===== src/design/gdbd_pkg.sv =====
// ----------------------------------------------------------------------------
// gdbd_pkg - shared types and tables for the Gregorian day difference block
// Item payload structs, month tables and fixed widths used by every file.
// ----------------------------------------------------------------------------
package gdbd_pkg;

  localparam int DayW    = 5;
  localparam int MonthW  = 4;
  localparam int YearW   = 14;
  localparam int SerialW = 23;
  localparam int DiffW   = 23;

  // Largest magnitude of the reported difference
  localparam logic [DiffW:0] DiffLimit = 24'sd4194303;

  localparam logic [DayW-1:0] FebLeapLen  = 5'd29;
  localparam logic [DayW-1:0] FebPlainLen = 5'd28;
  localparam logic [MonthW-1:0] MonthJan  = 4'd1;
  localparam logic [MonthW-1:0] MonthFeb  = 4'd2;
  localparam logic [MonthW-1:0] MonthDec  = 4'd12;

  typedef struct packed {
    logic [DayW-1:0]   first_day;
    logic [MonthW-1:0] first_month;
    logic [YearW-1:0]  first_year;
    logic [DayW-1:0]   last_day;
    logic [MonthW-1:0] last_month;
    logic [YearW-1:0]  last_year;
  } in_item_t;

  typedef struct packed {
    logic signed [DiffW-1:0] day_difference;
    logic                    date_invalid;
  } out_item_t;

  // Days in the months before the given month (common year)
  function automatic logic [8:0] month_start(input logic [MonthW-1:0] m);
    logic [8:0] s;
    case (m)
      4'd1:    s = 9'd0;
      4'd2:    s = 9'd31;
      4'd3:    s = 9'd59;
      4'd4:    s = 9'd90;
      4'd5:    s = 9'd120;
      4'd6:    s = 9'd151;
      4'd7:    s = 9'd181;
      4'd8:    s = 9'd212;
      4'd9:    s = 9'd243;
      4'd10:   s = 9'd273;
      4'd11:   s = 9'd304;
      4'd12:   s = 9'd334;
      default: s = 9'd0;
    endcase
    return s;
  endfunction

  // Length of the given month (common year)
  function automatic logic [DayW-1:0] month_len(input logic [MonthW-1:0] m);
    logic [DayW-1:0] l;
    case (m)
      4'd1:    l = 5'd31;
      4'd2:    l = FebPlainLen;
      4'd3:    l = 5'd31;
      4'd4:    l = 5'd30;
      4'd5:    l = 5'd31;
      4'd6:    l = 5'd30;
      4'd7:    l = 5'd31;
      4'd8:    l = 5'd31;
      4'd9:    l = 5'd30;
      4'd10:   l = 5'd31;
      4'd11:   l = 5'd30;
      4'd12:   l = 5'd31;
      default: l = 5'd0;
    endcase
    return l;
  endfunction

endpackage


===== src/design/gdbd_serial.sv =====
// ----------------------------------------------------------------------------
// gdbd_serial - day serial number and validity check for one date
// Counts days from a fixed epoch, with leap-day correction, and flags
// dates that do not exist.
// ----------------------------------------------------------------------------
module gdbd_serial #(
  parameter int MAX_YEAR = 9999
) (
  input  logic [gdbd_pkg::DayW-1:0]    day,
  input  logic [gdbd_pkg::MonthW-1:0]  month,
  input  logic [gdbd_pkg::YearW-1:0]   year,
  output logic [gdbd_pkg::SerialW-1:0] serial,
  output logic                         date_ok
);
  import gdbd_pkg::*;

  localparam logic [16:0] MaxYearW = 17'(MAX_YEAR);

  logic [11:0]        q4;
  logic [22:0]        q4_prod;
  logic [7:0]         q100;
  logic [5:0]         q400;
  logic [11:0]        rem25;
  logic               div4;
  logic               div100;
  logic               leap;
  logic               year_ok;
  logic               month_ok;
  logic [DayW-1:0]    len;
  logic               leap_fix;
  logic [SerialW-1:0] y365;

  // Divide the year by 100 as (y/4)/25, reciprocal 1311/2^15 is exact here
  assign q4      = year[YearW-1:2];
  assign q4_prod = 23'(q4) * 23'd1311;
  assign q100    = q4_prod[22:15];
  assign q400    = q100[7:2];
  assign rem25   = q4 - (12'(q100) * 12'd25);

  // Leap-year test
  assign div4   = (year[1:0] == 2'b00);
  assign div100 = div4 && (rem25 == 12'd0);
  assign leap   = (div4 && !div100) || (div100 && (q100[1:0] == 2'b00));

  // Range checks
  assign year_ok  = (year != '0) && ({3'b000, year} <= MaxYearW);
  assign month_ok = (month >= MonthJan) && (month <= MonthDec);
  assign len      = (month == MonthFeb && leap) ? FebLeapLen : month_len(month);
  assign date_ok  = year_ok && month_ok && (day != '0) && (day <= len);

  // Leap day of this year not yet passed
  assign leap_fix = leap && ((month < MonthFeb) ||
                             (month == MonthFeb && day <= FebPlainLen));

  // Serial number
  assign y365   = SerialW'(year) * SerialW'(365);
  assign serial = y365 + SerialW'(q4) - SerialW'(q100) + SerialW'(q400)
                + SerialW'(month_start(month)) + SerialW'(day)
                - SerialW'(leap_fix);

endmodule


===== src/design/gregorian_days_between_dates.sv =====
// Pipeline: two register stages; an accepted item waits in the input register,
// and its result is registered into out_data when the pipeline advances.
// Throughput: one item per cycle; the input register and the result
// register advance together whenever the result side is not stalled.
// Reset: rst_n synchronous, active low, empties both pipeline stages.
// ----------------------------------------------------------------------------
// gregorian_days_between_dates - signed day count between two dates
// Registers each date pair, converts both dates to day serial numbers,
// subtracts, saturates and flags invalid dates in the result register.
// ----------------------------------------------------------------------------
module gregorian_days_between_dates #(
  parameter int MAX_YEAR = 9999
) (
  input  logic                 clk,
  input  logic                 rst_n,
  input  logic                 in_valid,
  output logic                 in_stall,
  input  gdbd_pkg::in_item_t   in_data,
  output logic                 out_valid,
  input  logic                 out_stall,
  output gdbd_pkg::out_item_t  out_data
);
  import gdbd_pkg::*;

  logic      s1_valid_r,  s1_valid_nxt;
  in_item_t  s1_data_r,   s1_data_nxt;
  logic      out_valid_r, out_valid_nxt;
  out_item_t out_data_r,  out_data_nxt;

  logic               advance;
  logic               in_take;
  logic [SerialW-1:0] first_serial;
  logic [SerialW-1:0] last_serial;
  logic               first_ok;
  logic               last_ok;
  logic signed [DiffW:0] diff;
  logic signed [DiffW:0] diff_sat;

  // Pipeline moves when the result register is free or being taken
  assign advance  = !out_valid_r || !out_stall;
  assign in_stall = s1_valid_r && !advance;
  assign in_take  = in_valid && !in_stall;

  // Convert both dates
  gdbd_serial #(.MAX_YEAR(MAX_YEAR)) u_first (
    .day     (s1_data_r.first_day),
    .month   (s1_data_r.first_month),
    .year    (s1_data_r.first_year),
    .serial  (first_serial),
    .date_ok (first_ok)
  );

  gdbd_serial #(.MAX_YEAR(MAX_YEAR)) u_last (
    .day     (s1_data_r.last_day),
    .month   (s1_data_r.last_month),
    .year    (s1_data_r.last_year),
    .serial  (last_serial),
    .date_ok (last_ok)
  );

  // Subtract and clamp to the result range
  assign diff = $signed({1'b0, last_serial}) - $signed({1'b0, first_serial});

  always_comb begin
    if (diff > $signed(DiffLimit)) begin
      diff_sat = $signed(DiffLimit);
    end else if (diff < -$signed(DiffLimit)) begin
      diff_sat = -$signed(DiffLimit);
    end else begin
      diff_sat = diff;
    end
  end

  // Next values of both stages
  always_comb begin
    s1_valid_nxt  = s1_valid_r;
    s1_data_nxt   = s1_data_r;
    out_valid_nxt = out_valid_r;
    out_data_nxt  = out_data_r;
    if (advance) begin
      out_valid_nxt = s1_valid_r;
      if (first_ok && last_ok) begin
        out_data_nxt.day_difference = diff_sat[DiffW-1:0];
        out_data_nxt.date_invalid   = 1'b0;
      end else begin
        out_data_nxt.day_difference = '0;
        out_data_nxt.date_invalid   = 1'b1;
      end
      s1_valid_nxt = in_take;
    end
    // Load a new item into the empty or emptying input register
    if (in_take) begin
      s1_valid_nxt = 1'b1;
      s1_data_nxt  = in_data;
    end
  end

  // Hold control state under reset
  always_ff @(posedge clk) begin
    if (!rst_n) begin
      s1_valid_r  <= 1'b0;
      out_valid_r <= 1'b0;
    end else begin
      s1_valid_r  <= s1_valid_nxt;
      out_valid_r <= out_valid_nxt;
    end
  end

  // Payload registers
  always_ff @(posedge clk) begin
    s1_data_r  <= s1_data_nxt;
    out_data_r <= out_data_nxt;
  end

  assign out_valid = out_valid_r;
  assign out_data  = out_data_r;

endmodule

===== config.mk =====
export PLATFORM = sky130hd
export DESIGN_NAME = gregorian_days_between_dates
export DESIGN_NICKNAME = d
export VERILOG_FILES = /design/src/design/gdbd_pkg.sv /design/src/design/gdbd_serial.sv /design/src/design/gregorian_days_between_dates.sv
export SDC_FILE = /design/constraint.sdc
export NUM_CORES = 1
export LEC_CHECK = 0
export BUFFER_PORTS_ARGS = -buffer_cell sky130_fd_sc_hd__buf_2
export CORE_MARGIN = 2
export CORE_UTILIZATION = 36
export CTS_BUF_LIST = sky130_fd_sc_hd__clkbuf_16
export DETAILED_ROUTE_END_ITERATION = 8
export GPL_ROUTABILITY_DRIVEN = 0
export GPL_TIMING_DRIVEN = 1
export PLACE_DENSITY = 0.53
export SLEW_MARGIN = 5
export SYNTH_ARGS = -nofsm -noshare
export SYNTH_HDL_FRONTEND = slang
export SYNTH_SLANG_ARGS = --single-unit

===== constraint.sdc =====
create_clock -name clk -period 19.2 [get_ports clk]
set_input_delay 3.84 -clock clk [delete_from_list [all_inputs] [get_ports clk]]
set_output_delay 3.84 -clock clk [all_outputs]
set_load 0.01 [all_outputs]

==> results.md <==
* Share of layout cells above drive strength 1 at 5.71%
* Slew @ Worst Pin at 0.925 ns
* Synthesized net count at 2978
* CTS root buf: clkbuf_16
* Total wire length at 52.2 mm
* Vias per cell at 4.91
* Max Slew Vio Count at 0
* Wire per inst at 17.3 um
* Site Rows at 88
* Number of H-tree levels at 3
* Post-CTS sizing at 0
* # Post-CTS Setup Buffers at 0
* Synth Flop Type: edfxtp_1
* GRT Util Overall at 18.2%
* Synth-to-Final Area Change at 7.46%
* # nets final at 3049
* Initial Util at 36.5%
* Register area share after synthesis at 12.4%
* TritonCTS buffer count at 9
* Metal-1 WL at 26.7 mm
* Yosys warning total at 0
* Die ar. at 0.0605 mm^2
* Clock-pin slew on the worst setup and hold paths at 0.07 ns
* Filler cells at 5757
* CTS max path bufs at 2
* CP arrival at 17.80 ns
* CORE AREA at 0.0578 mm^2
* Slowest stage cell on the critical path: xnor2_2
* Maximum number of pins on one net before global-route repair at 50
* Clock sink count at 96
* Async set-or-reset flop fraction in the synthesized netlist at 0%
* Crit path max fanout at 22
* Mapped Cells at 2182
* Status: completed
* Port Buffers at 75
* First-pass GRT wire length at 85.3 mm
* Slew margin rel. at 36.6%
* Mapped cell area at 0.0211 mm^2
* CTS tree: yes
* Metal3 WL at 1.80 mm
* Clk_skew at 0.0184 ns
* Die H at 246 um
* Multi-input gate area at 0.0164 mm^2
* Maxcap violations at 0
* Fin cells at 3024
* First-pass iteration count of the detailed router at 5
* Worst min-delay path category: flop to flop
* Antenna violations before repair at 0
* Vias at 14838
* ANT nets after route at 0
* Clk_lat worst skew at 0.40 ns
* Syn avg cell area at 9.66 um^2
* # setup viols final at 0
* # IOs at 76
* DR iter-0 viols at 770
* Placed Instances at 3007
* Top sig layer: met4
* Chip width at 246 um
* #FFs+latches synth at 96
* FF/Latch Area at 0.00262 mm^2
* DRC viols at 0
* Dpl hpwl at 45.5 mm
* Total global routing overflow at 0
* Unrepaired setup endpoints after global routing: no
* Fin crit share at 92.0%
* Critical Path Source Type: flop
* Met2 WL at 23.0 mm
* Post-synth EDFFs at 70
* Critical Path RT at 19.33 ns
* # hold bufs at CTS at 0
* CP max stage delay at 0.73 ns
* Total negative slack at 0 ns
* Count of final hold-check violations at 0
* CP Capture Type: flop
* Upper clock frequency limit at 0.0566 GHz
* Netlist cell types at 81
* Vias in the first global route at 15546
* WS Path Type: flop to flop
* Min cycle time layout at 17.67 ns
-- stage by stage --
step	hold WS (ns)	util, %	area (um^2)	setup slack [ns]
final	0.503	39.2	22600	1.53
after global routing	0.562	39.2	22600	0.279
after CTS	0.508	39.2	22600	1.57
after detailed placement	0.488	38.7	22400	1.67
after global placement	0.466	38.7	22400	1.98
after floorplan	0.451	-	21100	3.93
-- cells in the mapped netlist, types with 11 or more instances --
cell / number / share of area, %
nor2_1: 80 / 1.4
xor2_1: 32 / 1.3
o21ai_0: 59 / 1.4
nand2_1: 85 / 1.5
edfxtp_1: 70 / 10
nand3_1: 31 / 0.74
inv_1: 539 / 9.6
nor3_1: 34 / 0.81
dfxtp_1: 26 / 2.5
or3_1: 14 / 0.42
o21a_1: 18 / 0.64
o21bai_1: 11 / 0.39
a31oi_1: 11 / 0.33
nand4_1: 13 / 0.39
xnor2_1: 83 / 3.5
a211oi_1: 14 / 0.50
a21oi_1: 80 / 1.9
fa_1: 279 / 27
a21o_1: 23 / 0.82
clkbuf_1: 13 / 0.23
nand2b_1: 17 / 0.50
ha_1: 467 / 28
nor2b_1: 21 / 0.62
-- cells in the final DEF (no fill, tap or decap), types with 9 or more instances in the layout --
cell type | netlist | routed
edfxtp_1 | 70 | 70
o21bai_1 | 11 | 11
dfxtp_1 | 26 | 26
o21a_1 | 18 | 18
nand3_1 | 31 | 31
nor2_1 | 80 | 80
xor2_1 | 32 | 32
or3_1 | 14 | 14
and3_1 | 9 | 9
clkbuf_16 | 0 | 9
mux2i_1 | 10 | 10
a21oi_1 | 80 | 80
nor3_1 | 34 | 34
nand2b_1 | 17 | 17
nand4_1 | 13 | 13
inv_1 | 539 | 540
fa_1 | 279 | 279
nor2b_1 | 21 | 21
a211oi_1 | 14 | 14
o211ai_1 | 9 | 9
and2_1 | 10 | 10
xnor2_1 | 83 | 82
a21o_1 | 23 | 23
ha_1 | 467 | 467
o21ai_0 | 59 | 59
nand2_1 | 85 | 85
buf_2 | 3 | 75
a31oi_1 | 11 | 11
-- cells by family after synthesis --
logic type | share of synthesized area, %
adders and majority gates | 54.2
buffers and inverters | 9.98
and+or+nand+nor | 8.57
AOI/OAI and AO/OA | 9.19
xor gates and xnor gates | 4.86
DFF | 12.4
muxes | 0.719
-- final timing paths --
check | startpoint | endpoint | slack (ns) | cells after the start
max | s1_data_r[32] | out_data[2] | 1.53 | 65
min | s1_valid_r | out_valid | 0.50 | 2
max reg2reg | s1_data_r[32] | out_data[2] | 1.53 | 65
min reg2reg | s1_valid_r | out_valid | 0.50 | 2
-- final cells by class --
cell class	count	area share, %
antenna	1	0.0111
clock buffer	9	0.995
clock inverter	7	0.216
inverter	540	8.95
multi-input combinational	1527	72.2
sequential	96	11.6
tap	765	4.23
timing repair buffer	79	1.79
-- worst max-delay path: cells and delay by family (launching register included) --
family,cells,cell delay [ns]
flip-flops,1,0.58
adder cells (fa/ha/maj),18,6.91
AND/OR/NAND/NOR,11,2.21
AO/OA/AOI/OAI,23,5.41
buffers and inverters,9,0.90
XOR/XNOR,4,1.39
-- per-layer routing --
layer	vias to the layer above	track usage (%)
li1	7267	-
met1	7317	27.1
met2	222	28.6
met3	32	2.06
met4	0	3.24
met5	-	0
Power is left out: the tool's default activity adds up to more than one toggle a clock period on the data nets, which glitch-free logic cannot reach.
